## src/design/lmsd_pkg.sv

```systemverilog
// shared types and constants of the led matrix scan driver
package lmsd_pkg;

  localparam int QDEPTH = 4;
  localparam int QW = $clog2(QDEPTH + 1);

  typedef enum logic [2:0] {
    TK_HOLD,
    TK_DATA,
    TK_CLK_LOW,
    TK_LATCH,
    TK_ADDR,
    TK_UNBLANK
  } tick_kind_t;

  typedef struct packed {
    tick_kind_t kind;
    logic [3:0] row;
    logic [5:0] data;
  } tick_t;

  typedef struct packed {
    logic [QW-1:0] level;
  } q_status_t;

endpackage

```

## src/design/lmsd_back.sv

```systemverilog
// back end: tick queue, pin state and output register
module lmsd_back
  import lmsd_pkg::*;
(
  input  logic        clk,
  input  logic        rst,
  input  logic        push_valid,
  input  tick_t       push_tick,
  output q_status_t   q_status,
  output logic        m_axis_tvalid,
  input  logic        m_axis_tready,
  output logic [15:0] m_axis_tdata
);

  localparam int PTRW = (QDEPTH > 1) ? $clog2(QDEPTH) : 1;

  tick_t           q_mem [QDEPTH];
  logic [PTRW-1:0] wr_ptr, rd_ptr;
  logic [QW-1:0]   count;
  logic            pop;
  tick_t           head;
  logic [12:0]     pin_state, pin_state_next;

  assign pop = (count != '0) && (!m_axis_tvalid || m_axis_tready);
  assign head = q_mem[rd_ptr];
  assign q_status.level = count;

  // pin order: ru gu bu rl gl bl clk lat blank row[3:0]
  always_comb begin
    pin_state_next = pin_state;
    case (head.kind)
      TK_DATA: begin
        pin_state_next[5:0] = head.data;
        pin_state_next[6] = 1'b1;
      end
      TK_CLK_LOW: pin_state_next[6] = 1'b0;
      TK_LATCH: begin
        pin_state_next[7] = 1'b1;
        pin_state_next[8] = 1'b1;
      end
      TK_ADDR: begin
        pin_state_next[7] = 1'b0;
        pin_state_next[12:9] = head.row;
      end
      TK_UNBLANK: pin_state_next[8] = 1'b0;
      default: pin_state_next = pin_state;
    endcase
  end

  always_ff @(posedge clk) begin
    if (rst) begin
      wr_ptr <= '0;
      rd_ptr <= '0;
      count <= '0;
      pin_state <= '0;
      m_axis_tvalid <= 1'b0;
    end else begin
      if (push_valid) begin
        wr_ptr <= (wr_ptr == PTRW'(QDEPTH - 1)) ? '0 : wr_ptr + 1'b1;
      end
      if (pop) begin
        rd_ptr <= (rd_ptr == PTRW'(QDEPTH - 1)) ? '0 : rd_ptr + 1'b1;
        pin_state <= pin_state_next;
        m_axis_tvalid <= 1'b1;
      end else if (m_axis_tready) begin
        m_axis_tvalid <= 1'b0;
      end
      count <= count + QW'(push_valid) - QW'(pop);
    end
  end

  always_ff @(posedge clk) begin
    if (push_valid) begin
      q_mem[wr_ptr] <= push_tick;
    end
  end

  assign m_axis_tdata = {3'd0, pin_state};

endmodule

```

## config.mk

```make
export PLATFORM = sky130hd
export DESIGN_NAME = lmsd_back
export DESIGN_NICKNAME = d
export VERILOG_FILES = /design/src/design/lmsd_pkg.sv /design/src/design/lmsd_back.sv
export SDC_FILE = /design/constraint.sdc
export NUM_CORES = 1
export LEC_CHECK = 0
export BUFFER_PORTS_ARGS = -buffer_cell sky130_fd_sc_hd__buf_2
export CAP_MARGIN = 20
export CORE_MARGIN = 5
export CORE_UTILIZATION = 45
export DETAILED_ROUTE_END_ITERATION = 12
export PLACE_DENSITY = 0.66
export SETUP_SLACK_MARGIN = 0.3
export SYNTH_ARGS = -nofsm -noshare
export SYNTH_HDL_FRONTEND = slang
export SYNTH_SLANG_ARGS = --single-unit
export TNS_END_PERCENT = 5
```

## constraint.sdc

```tcl
create_clock -name clk -period 2.6 [get_ports clk]
set_clock_uncertainty 0.2 [all_clocks]
set_input_delay 0.26 -clock clk [delete_from_list [all_inputs] [get_ports clk]]
set_output_delay 0.26 -clock clk [all_outputs]
set_load 0.05 [all_outputs]
```

==> results of run 1 <==
## routing by layer
| layer | wire length [um] | part of all wire |
|---|---|---|
| met2 | 2640 | 0.50 |
| met5 | 0 | 0 |
| met4 | 78 | 0.015 |
| met3 | 238 | 0.045 |
| met1 | 2330 | 0.44 |
## placed cells by master, fill, tap and decap left out, types with 2 or more instances in the layout
cell type and n:
sky130_fd_sc_hd__edfxtp_1 52, sky130_fd_sc_hd__buf_2 33, sky130_fd_sc_hd__dfxtp_1 19, sky130_fd_sc_hd__a21oi_1 16, sky130_fd_sc_hd__o21ai_0 14, sky130_fd_sc_hd__dlygate4sd3_1 13, sky130_fd_sc_hd__mux4_2 12, sky130_fd_sc_hd__clkbuf_8 9
sky130_fd_sc_hd__inv_1 7, sky130_fd_sc_hd__ha_1 7, sky130_fd_sc_hd__nand3_1 6, sky130_fd_sc_hd__nor2_1 6, sky130_fd_sc_hd__buf_4 6, sky130_fd_sc_hd__and2_1 4, sky130_fd_sc_hd__mux2i_1 4, sky130_fd_sc_hd__nand3b_1 4
sky130_fd_sc_hd__inv_6 4, sky130_fd_sc_hd__nand2_1 3, sky130_fd_sc_hd__conb_1 3, sky130_fd_sc_hd__dfxtp_4 3, sky130_fd_sc_hd__or4b_4 2, sky130_fd_sc_hd__clkinvlp_4 2
## worst max-delay path, cell delays in order, from the launching register on
cell and delay, ps:
sky130_fd_sc_hd__dfxtp_4 370, sky130_fd_sc_hd__nor3_4 230, sky130_fd_sc_hd__nor2_4 60, sky130_fd_sc_hd__ha_1 270, sky130_fd_sc_hd__inv_1 60, sky130_fd_sc_hd__ha_1 130
sky130_fd_sc_hd__inv_1 50, sky130_fd_sc_hd__fa_1 370, sky130_fd_sc_hd__xor2_1 170, sky130_fd_sc_hd__xnor2_1 130, sky130_fd_sc_hd__nor2_1 50
## per-stage QoR
step,setup slack (ps),area (um2)
final,380,3530
after global routing,288,3530
after CTS,291,3510
after detailed placement,252,3190
after global placement,309,3190
after floorplan,308,2970
## worst min path at each step
stage	depth (start not counted)	slack, ps	to
after detailed placement	2	260	pin_state[7]
after CTS	3	70	wr_ptr[0]
after global routing	3	100	wr_ptr[0]
after floorplan	1	120	q_status[0]
after global placement	2	250	pin_state[7]
final	3	80	wr_ptr[1]
## final cells by class
class                   count  share of cell area
clock buffers               9              0.0351
inverters                   7             0.00745
clock inverters             7              0.0167
repair buffers             52              0.0965
flip-flops and latches     75               0.577
well taps                  77              0.0273
multi-input cells          94               0.240
## registers in the layout, summed over array words and instances, names as in the netlist, named ones only
signal	cells
m_axis_tvalid	1
wr_ptr	2
q_status	3
rd_ptr	2
q_mem	52
pin_state	13
## kinds of logic (layout without fill, tap and decap cells)
group	after synthesis	count (layout)
AND/OR/NAND/NOR	30	30
other	1	3
XOR/XNOR	2	2
multiplexers	18	18
adder cells (fa/ha/maj)	8	8
flip-flops	75	75
buffers and inverters	20	75
AO/OA/AOI/OAI	33	33
## synthesized netlist by cell type, drive strengths merged, types with 2 or more instances
cell	instances
nor2	7
buf	6
nand2	3
and2	4
o21ai	15
mux2i	5
dfxtp	23
edfxtp	52
inv	7
nand3	6
a21oi	16
clkbuf	7
or4b	2
nand3b	4
mux4	12
ha	7
nor2b	2
## timing repair
action	4_1_cts	5_1_grt
hold buffers	13	0
endpoints found under the hold margin	52	0
endpoints found under the setup margin	2	11
pin swaps	1	0
buffers inserted	1	0
resized for setup	0	4
## power by group
group / internal [uW] / total, uW / switching, uW
registers: 1430 / 1520 / 91.6
clock network: 361 / 816 / 456
logic: 484 / 1200 / 716
total: 2270 / 3530 / 1260
==> summary.txt, run 1 <==
================================================================================
Sequential cell area fraction in the yosys report .................        0.691
R2R depth .........................................................           10
Insertion delay of the later-clocked pin in the worst-skew pair ...       350 ps
Antenna cells .....................................................            0
GRT Util Overall ..................................................        0.137
DP Wirelength .....................................................      3420 um
Main area contributors after synthesis ............................ sky130_fd_sc_hd__edfxtp_1 (53%), sky130_fd_sc_hd__dfxtp_1 (16%), sky130_fd_sc_hd__mux4_2 (9.2%)
Post-Synth Adder-Cell Area ........................................       0.0368
Overall Power .....................................................      3530 uW
Relative area change from synthesis to final layout ...............        20.6%
Starting density of the core ......................................        0.461
Post-synthesis sequential element count ...........................           75
Sequential cell area ..............................................     2030 um2
Total global routing overflow .....................................            0
Largest family of logic cells by synthesized area ................. multiplexers
TritonCTS Buffers .................................................            9
Post-Route WL .....................................................      5290 um
Number of maximum-capacitance constraint violations ...............            0
Number of filler cells placed in the layout .......................          506
Primary FF master, synth .......................................... sky130_fd_sc_hd__edfxtp_1
Detail-routed via count per cell ..................................         5.11
Area share of the largest cell type after synthesis ...............        0.534
Placer Congestion .................................................        0.809
Number of enable-type register cells in the synthesized netlist ...           52
Global-route track usage on met1 ..................................        0.175
Pwr/cell area .....................................................  1000 nW/um2
Status ............................................................ finished clean
Global route hottest layer ........................................         met2
Y dimension of the die ............................................      90.6 um
Combined area of all synthesized cells ............................     2930 um2
Routed wire per std cell ..........................................      16.5 um
Iteration-0 DRC count of the detailed router ......................           90
Worst r2r src .....................................................  q_status[1]
Simple logic cell fraction of the synthesized area ................       0.0599
Worst Setup End Kind ..............................................    flip-flop
Cell row count ....................................................           29
Net count of the finished layout ..................................          264
Tightest Pin Transition ...........................................       706 ps
Max-Slew Margin vs Limit ..........................................        0.529
Number of global-route vias before repair .........................         1623
Required time of the worst setup path .............................      2630 ps
Detailed-route DRC error count ....................................            0
Syn. warnings .....................................................            0
Fmax ..............................................................    0.450 GHz
# placed instances ................................................          291
CP Launch Type ....................................................    flip-flop
Largest vdd supply drop ...........................................       614 uV
Multiplexer fraction of the synthesized cell area .................        0.113
Biggest area consumer among synthesized cells ..................... sky130_fd_sc_hd__edfxtp_1
Number of hold violations in the final report .....................            0
Core box area .....................................................     6350 um2
Post-Synthesis Mean Instance Area .................................     15.7 um2
Number of unique standard cell types used by synthesis ............           31
Die outline width .................................................      90.6 um
Hold slack ........................................................      78.1 ps
Count of boundary I/O pins ........................................           37
Largest net degree at the start of global routing .................           22
Maximum level of the CTS H-tree ...................................            3
TNS Setup .........................................................         0 ps
Max-slew violation count ..........................................            0
RSZ-0062 raised after global routing ..............................          yes
Final critical path time including I/O delays and setup ...........      2220 ps
Number of standard cells in the layout, taps in and fillers out ...          321
Synth Area in XOR/XNOR ............................................      0.00599
TritonCTS clock tree ..............................................         done
CTS max path bufs .................................................            2
Fraction of the mapped netlist area in compound gates .............       0.0590
Share of the clock period used by the worst path after layout .....        0.854
Die Footprint .....................................................     8220 um2
Startpoint of the tightest hold check path ........................   push_valid
Wire length of the first global-routing pass ......................      8590 um
Clk sinks .........................................................           75
Path category of the worst min-delay check ........................    in -> reg
Worst flop-to-flop path endpoint ..................................  q_status[2]
Leakage ...........................................................   0.00127 uW
Routed via count ..................................................         1641
Count of final setup violators ....................................            0
Kind of critical path .............................................   reg -> reg
Launch point of the critical path .................................  q_status[1]
Async set-reset flop share out of synthesis .......................            0
Crit path to ......................................................  q_status[2]
Internal reg-to-reg setup slack ...................................       380 ps
Number of antenna violations at the first check in global routing .            0
Fraction of layout instances using a drive strength above 1 .......        0.328
Global Route met2 Usage ...........................................        0.214
Number of standard cells after synthesis ..........................          187
Post-route antenna net violation count ............................            0
Clock-pin slew on the worst setup and hold paths ..................        80 ps
Worst-path fanout max .............................................            4
Critical Path AT ..................................................      2250 ps
Number of iterations in the first detailed-routing pass ...........            4
Buffers on Ports ..................................................           33
Master cell of the clock root buffer .............................. sky130_fd_sc_hd__clkbuf_8
Met3 routing resource usage after global routing ..................       0.0450
Multi-input logic area ............................................      848 um2
Core occupancy in the finished layout .............................        0.556
================================================================================
No activity file was read; power rests on OpenSTA's default activity.
==> run 2, diff against run 1 <==
--- a/config.mk
+++ b/config.mk
@@ -11,6 +11,7 @@
 export CORE_UTILIZATION = 45
 export DETAILED_ROUTE_END_ITERATION = 12
 export PLACE_DENSITY = 0.66
+export RECOVER_POWER = 100
 export SETUP_SLACK_MARGIN = 0.3
 export SYNTH_ARGS = -nofsm -noshare
 export SYNTH_HDL_FRONTEND = slang
==> run 2 against run 1 <==
Utilization decreased by 1.0 points. Wire length fell by 0.32%. Sequential share of layout area is 1.0 points higher. Cell area shrank 1.9%. Highest routed layer unchanged.
==> summary.txt, run 2 (synthesized netlist as in run 1, its figures left out) <==
================================================================================
GRT Util Overall ..................................................        0.137
Number of antenna violations at the first check in global routing .            0
RSZ-0062 raised after global routing ..............................          yes
Net switching component of the power ..............................      1250 uW
Sequential cell area ..............................................     2030 um2
CP Launch Type ....................................................    flip-flop
Wire length of the first global-routing pass ......................      8590 um
Crit-path slowest cell ............................................ sky130_fd_sc_hd__dfxtp_1
Final critical path time including I/O delays and setup ...........      2330 ps
Master cell of the clock root buffer .............................. sky130_fd_sc_hd__clkbuf_8
Status ............................................................ finished clean
Routed wire per std cell ..........................................      16.4 um
Max-Slew Margin vs Limit ..........................................        0.328
Fmax ..............................................................    0.430 GHz
Core occupancy in the finished layout .............................        0.545
Worst-path fanout max .............................................            4
Commonest non-fill, non-tap cell in the layout .................... sky130_fd_sc_hd__edfxtp_1
CTS max path bufs .................................................            2
Relative area change from synthesis to final layout ...............        18.3%
Worst stage delay on the critical path ............................       470 ps
Die Footprint .....................................................     8220 um2
Tightest Pin Transition ...........................................      1010 ps
# placed instances ................................................          291
TritonCTS clock tree ..............................................         done
Placer Congestion .................................................        0.809
Post-route antenna net violation count ............................            0
Worst r2r src .....................................................  q_status[1]
Leakage ...........................................................   0.00115 uW
TNS Setup .........................................................         0 ps
Top register by number of flip-flops ..............................        q_mem
Part of the total power dissipated in the clock network ...........        0.234
Fraction of layout instances using a drive strength above 1 .......        0.180
Count of final setup violators ....................................            0
Starting density of the core ......................................        0.461
Kind of critical path .............................................   reg -> reg
Die outline width .................................................      90.6 um
Flip-flop count of the largest register after layout ..............           52
Largest net degree at the start of global routing .................           22
Share of the clock period used by the worst path after layout .....        0.895
Number of iterations in the first detailed-routing pass ...........            6
Overall Power .....................................................      3460 uW
Number of maximum-capacitance constraint violations ...............            0
Number of standard cells in the layout, taps in and fillers out ...          321
Number of hold violations in the final report .....................            0
Cell row count ....................................................           29
P_int .............................................................      2220 uW
Count of boundary I/O pins ........................................           37
Clk sinks .........................................................           75
Iteration-0 DRC count of the detailed router ......................           91
Proportion of power drawn by combinational gates ..................        0.328
Detailed-route DRC error count ....................................            0
Leading cell types in the layout, fill and taps excluded .......... sky130_fd_sc_hd__edfxtp_1 (52), sky130_fd_sc_hd__clkbuf_1 (32), sky130_fd_sc_hd__dfxtp_1 (20), sky130_fd_sc_hd__a21oi_1 (16), sky130_fd_sc_hd__o21ai_0 (15)
Path category of the worst min-delay check ........................    in -> reg
Detail-routed via count per cell ..................................         5.18
TritonCTS Buffers .................................................            9
Buffers on Ports ..................................................           33
Antenna cells .....................................................            0
Relative contribution of sequential cells to total power ..........        0.438
Pwr/cell area .....................................................  1000 nW/um2
Hold-critical path depth ..........................................            3
Routed via count ..................................................         1663
Number of global-route vias before repair .........................         1623
Switching share of power ..........................................        0.360
Core box area .....................................................     6350 um2
Total global routing overflow .....................................            0
Startpoint of the tightest hold check path ........................   push_valid
Critical Path AT ..................................................      2360 ps
Multi-input logic area ............................................      831 um2
Terminating pin of the worst hold path ............................    wr_ptr[1]
Worst Setup End Kind ..............................................    flip-flop
Net count of the finished layout ..................................          264
Clock-pin slew on the worst setup and hold paths ..................        80 ps
R2R depth .........................................................           10
Post-Route WL .....................................................      5280 um
Maximum level of the CTS H-tree ...................................            3
DP Wirelength .....................................................      3420 um
Internal reg-to-reg setup slack ...................................       270 ps
Hold slack ........................................................      81.5 ps
Y dimension of the die ............................................      90.6 um
Largest vdd supply drop ...........................................       597 uV
Number of filler cells placed in the layout .......................          540
Critical Path, Cell by Cell ....................................... nor3_4 > nor2_1 > ha_1 > inv_1 > ha_1 > inv_1 > fa_1 > xor2_1 > xnor2_1 > nor2_1
Worst flop-to-flop path endpoint ..................................  q_status[2]
Insertion delay of the later-clocked pin in the worst-skew pair ...       350 ps
Required time of the worst setup path .............................      2630 ps
Max-slew violation count ..........................................            0
================================================================================
## run 2: cell types whose count changed in the layout (fill, tap and decap cells not counted), moves of 2 or more
cell,delta
sky130_fd_sc_hd__buf_4,-2
sky130_fd_sc_hd__clkbuf_1,+32
sky130_fd_sc_hd__and2_1,-4
sky130_fd_sc_hd__buf_2,-30
sky130_fd_sc_hd__and2_0,+4
## run 2: routing by layer
layer,wire (um),part of all wire,GRT usage
met5,0,0,0
met4,101,0.019,0.0558
met3,266,0.050,0.0450
met2,2610,0.49,0.214
met1,2300,0.44,0.175
## run 2: critical path: cells and delay by family (launching register included)
family                   cells  cell delay (ps)
flip-flops                   1              470
AND/OR/NAND/NOR              3              350
XOR/XNOR                     2              300
adder cells (fa/ha/maj)      3              790
buffers and inverters        2              110
## run 2: worst max-delay path by stage
stage           startpoint            end  slack, ps  cells after the start
4_1_cts          flip-flop  pin_state[11]        290                      4
3_5_place_dp   q_status[0]    q_status[2]        250                     10
5_1_grt          flip-flop   pin_state[8]        150                      5
3_3_place_gp   q_status[1]    q_status[2]        310                     10
2_1_floorplan  q_status[0]    q_status[2]        310                     10
6_report       q_status[1]    q_status[2]        270                     10
## run 2: per-stage QoR
stage	setup slack (ps)	area (um2)
floorplan	308	2970
global placement	309	3190
detailed placement	252	3190
CTS	291	3510
global route	145	3460
finish	273	3460
## run 2: cell type report
class / count / share of cell area
Multi-Input combinational cell: 94 / 0.240
Inverter: 7 / 0.00759
Sequential cell: 75 / 0.587
Clock inverter: 7 / 0.0170
Tap cell: 77 / 0.0278
Clock buffer: 9 / 0.0358
Timing Repair Buffer: 52 / 0.0853
## run 2: what timing repair did
action / in CTS / in global routing
hold endpoints to repair: 52 / 0
gates resized for setup: 0 / 4
buffers inserted: 1 / 0
hold buffers: 13 / 0
endpoints found under the setup margin: 2 / 11
pin swaps: 1 / 0
## run 2: power by group through the flow
stage	registers [uW]	clock network (uW)	logic (uW)
after detailed placement	1550	0	1150
final	1520	811	1130
after global routing	1540	899	1250
after floorplan	1750	0	694
after global placement	1540	0	1140
after CTS	1520	833	1190
==> run 3, diff against run 2 <==
--- a/config.mk
+++ b/config.mk
@@ -5,6 +5,8 @@
 export SDC_FILE = /design/constraint.sdc
 export NUM_CORES = 1
 export LEC_CHECK = 0
+export ABC_AREA = 1
+export ABC_CLOCK_PERIOD_IN_PS = 2600
 export BUFFER_PORTS_ARGS = -buffer_cell sky130_fd_sc_hd__buf_2
 export CAP_MARGIN = 20
 export CORE_MARGIN = 5
==> run 3 against run 2 <==
Cell area grew 8.1%. Via count up 27%. Utilization rose by 0.24 points. Synthesized cell count rose by 65%. Combinational power grew 35%. Largest power group unchanged. Highest routed layer unchanged. Count of clock-buffer cells in the layout unchanged. Critical endpoint unchanged. First-iteration DRC count is 7.7% higher. Die area grew 7.9%.
==> summary.txt, run 3 <==
================================================================================
Status ............................................................ finished clean
Antenna cells .....................................................            0
Leakage ...........................................................   0.00150 uW
Max-Slew Margin vs Limit ..........................................        0.563
Number of maximum-capacitance constraint violations ...............            0
Share of the clock period used by the worst path after layout .....        0.873
Post-Route WL .....................................................      6130 um
Commonest non-fill, non-tap cell in the layout .................... sky130_fd_sc_hd__nor2_1
Wire length of the first global-routing pass ......................     10100 um
Primary FF master, synth .......................................... sky130_fd_sc_hd__edfxtp_1
Pwr/cell area .....................................................  1050 nW/um2
Post-Synthesis Mean Instance Area .................................     10.4 um2
Die Footprint .....................................................     8870 um2
Top register by number of flip-flops ..............................        q_mem
Worst-path fanout max .............................................            5
Startpoint of the tightest hold check path ........................ m_axis_tready
Net count of the finished layout ..................................          387
Required time of the worst setup path .............................      2670 ps
Fraction of layout instances using a drive strength above 1 .......        0.150
Clk sinks .........................................................           75
Total global routing overflow .....................................            0
Worst r2r src .....................................................  q_status[2]
Flip-flop count of the largest register after layout ..............           52
Biggest area consumer among synthesized cells ..................... sky130_fd_sc_hd__edfxtp_1
Worst flop-to-flop path endpoint ..................................  q_status[2]
Count of final setup violators ....................................            0
Max-slew violation count ..........................................            0
Number of hold violations in the final report .....................            0
TritonCTS Buffers .................................................            9
Number of enable-type register cells in the synthesized netlist ...           52
Post-synthesis sequential element count ...........................           75
Combined area of all synthesized cells ............................     3190 um2
Die outline width .................................................      94.2 um
Area share of the largest cell type after synthesis ...............        0.490
CP Launch Type ....................................................    flip-flop
Routed wire per std cell ..........................................      13.2 um
TritonCTS clock tree ..............................................         done
Iteration-0 DRC count of the detailed router ......................           98
Relative area change from synthesis to final layout ...............        17.3%
Terminating pin of the worst hold path ............................ m_axis_tvalid
Placed Instance Area ..............................................     3440 um2
Starting density of the core ......................................        0.467
Insertion delay of the later-clocked pin in the worst-skew pair ...       340 ps
Cell row count ....................................................           30
Placer Congestion .................................................        0.771
Master cell of the clock root buffer .............................. sky130_fd_sc_hd__clkbuf_8
R2R depth .........................................................           12
TNS Setup .........................................................         0 ps
Largest vdd supply drop ...........................................       388 uV
Final critical path time including I/O delays and setup ...........      2270 ps
GRT Util Overall ..................................................        0.155
Internal reg-to-reg setup slack ...................................       330 ps
Count leader, synth ............................................... sky130_fd_sc_hd__nor2_1
Detail-routed via count per cell ..................................         4.57
Sequential cell area fraction in the yosys report .................        0.634
RSZ-0062 raised after global routing ..............................          yes
Detailed-route DRC error count ....................................            0
Count of boundary I/O pins ........................................           37
Overall Power .....................................................      3920 uW
Async set-reset flop share out of synthesis .......................            0
Number of antenna violations at the first check in global routing .            0
DP Wirelength .....................................................      3980 um
Buffers on Ports ..................................................           33
CTS max path bufs .................................................            2
Maximum level of the CTS H-tree ...................................            3
Post-route antenna net violation count ............................            0
Routed via count ..................................................         2114
Main area contributors after synthesis ............................ sky130_fd_sc_hd__edfxtp_1 (49%), sky130_fd_sc_hd__dfxtp_1 (14%), sky130_fd_sc_hd__nor2_1 (6.7%)
Clock-pin slew on the worst setup and hold paths ..................        80 ps
Fmax ..............................................................    0.440 GHz
Number of standard cells after synthesis ..........................          308
Kind of critical path .............................................   reg -> reg
Path category of the worst min-delay check ........................    in -> reg
Largest net degree at the start of global routing .................           28
Core box area .....................................................     6830 um2
# placed instances ................................................          429
Leading cell types in the layout, fill and taps excluded .......... sky130_fd_sc_hd__nor2_1 (57), sky130_fd_sc_hd__nand2_1 (55), sky130_fd_sc_hd__edfxtp_1 (52), sky130_fd_sc_hd__clkbuf_1 (31), sky130_fd_sc_hd__o21ai_0 (26)
Tightest Pin Transition ...........................................       655 ps
Hold-critical path depth ..........................................            4
Y dimension of the die ............................................      94.2 um
Number of standard cells in the layout, taps in and fillers out ...          463
Number of iterations in the first detailed-routing pass ...........            4
Post-synth top cells .............................................. sky130_fd_sc_hd__nor2_1 (57), sky130_fd_sc_hd__nand2_1 (53), sky130_fd_sc_hd__edfxtp_1 (52)
Number of global-route vias before repair .........................         2096
Syn. warnings .....................................................            0
Post-route cell area ..............................................     3740 um2
Worst Setup End Kind ..............................................    flip-flop
Critical Path AT ..................................................      2340 ps
Number of unique standard cell types used by synthesis ............           28
================================================================================
-- run 3: final cells by class --
cell class | instances | area [um2]
Clock inverter | 7 | 58.8
Fill cell | 634 | 3090
Multi-Input combinational cell | 194 | 970
Clock buffer | 9 | 124
Inverter | 28 | 113
Sequential cell | 75 | 2040
Tap cell | 96 | 120
Timing Repair Buffer | 54 | 319
-- run 3: repair_timing --
item                                   in CTS  in global routing
endpoints found under the hold margin      57                  0
setup endpoints to repair                   1                  3
resized for setup                           0                  4
hold buffers                               14                  0
buffers inserted                            1                  3
pin swaps                                   1                  2
-- run 3: worst max-delay path, cell delays in order (launching register included) --
cell and delay, ps:
sky130_fd_sc_hd__dfxtp_4 360, sky130_fd_sc_hd__inv_1 60, sky130_fd_sc_hd__nand3_1 90, sky130_fd_sc_hd__o21ai_0 130
sky130_fd_sc_hd__inv_2 100, sky130_fd_sc_hd__ha_1 280, sky130_fd_sc_hd__inv_1 50, sky130_fd_sc_hd__ha_1 130
sky130_fd_sc_hd__inv_1 50, sky130_fd_sc_hd__fa_2 330, sky130_fd_sc_hd__xor2_1 170, sky130_fd_sc_hd__o21ai_0 90
sky130_fd_sc_hd__a21oi_1 150
-- run 3: where the power goes --
group	switching, uW	leakage, uW	total (uW)	internal [uW]
Clock	397	0.0000915	827	430
Combinational	1050	0.000740	1520	461
Sequential	128	0.000669	1580	1450
Total	1580	0.00150	3920	2340
-- run 3: worst max path at each step --
stage / startpoint / to / slack (ps)
floorplan: q_status[0] / q_status[2] / 330
global placement: q_status[0] / q_status[2] / 350
detailed placement: q_status[0] / q_status[2] / 290
CTS: q_status[1] / q_status[2] / 300
global route: q_status[2] / q_status[2] / 160
finish: q_status[2] / q_status[2] / 330
-- run 3: stage by stage --
stage	util	setup WS, ps	hold slack (ps)
floorplan	-	327	117
global placement	0.504	345	225
detailed placement	0.504	288	251
CTS	0.552	300	70.1
global route	0.548	160	94.7
finish	0.548	330	63.0
-- run 3: metal layers --
layer / GRT usage / share of wire / vias to the layer above
met5: 0 / 0 / -
met4: 0.0951 / 0.017 / 0
met3: 0.0361 / 0.045 / 9
met2: 0.242 / 0.48 / 47
met1: 0.194 / 0.46 / 956
li1: - / - / 1102
-- run 3: cell families (layout without fill, tap and decap cells) --
group / Yosys count / count (layout) / share of synthesized area
AND/OR/NAND/NOR: 150 / 150 / 0.213
adder cells (fa/ha/maj): 8 / 8 / 0.0338
XOR/XNOR: 1 / 1 / 0.00275
buffers and inverters: 41 / 98 / 0.0620
other: 1 / 3 / 0.00118
AO/OA/AOI/OAI: 32 / 32 / 0.0530
flip-flops: 75 / 75 / 0.634
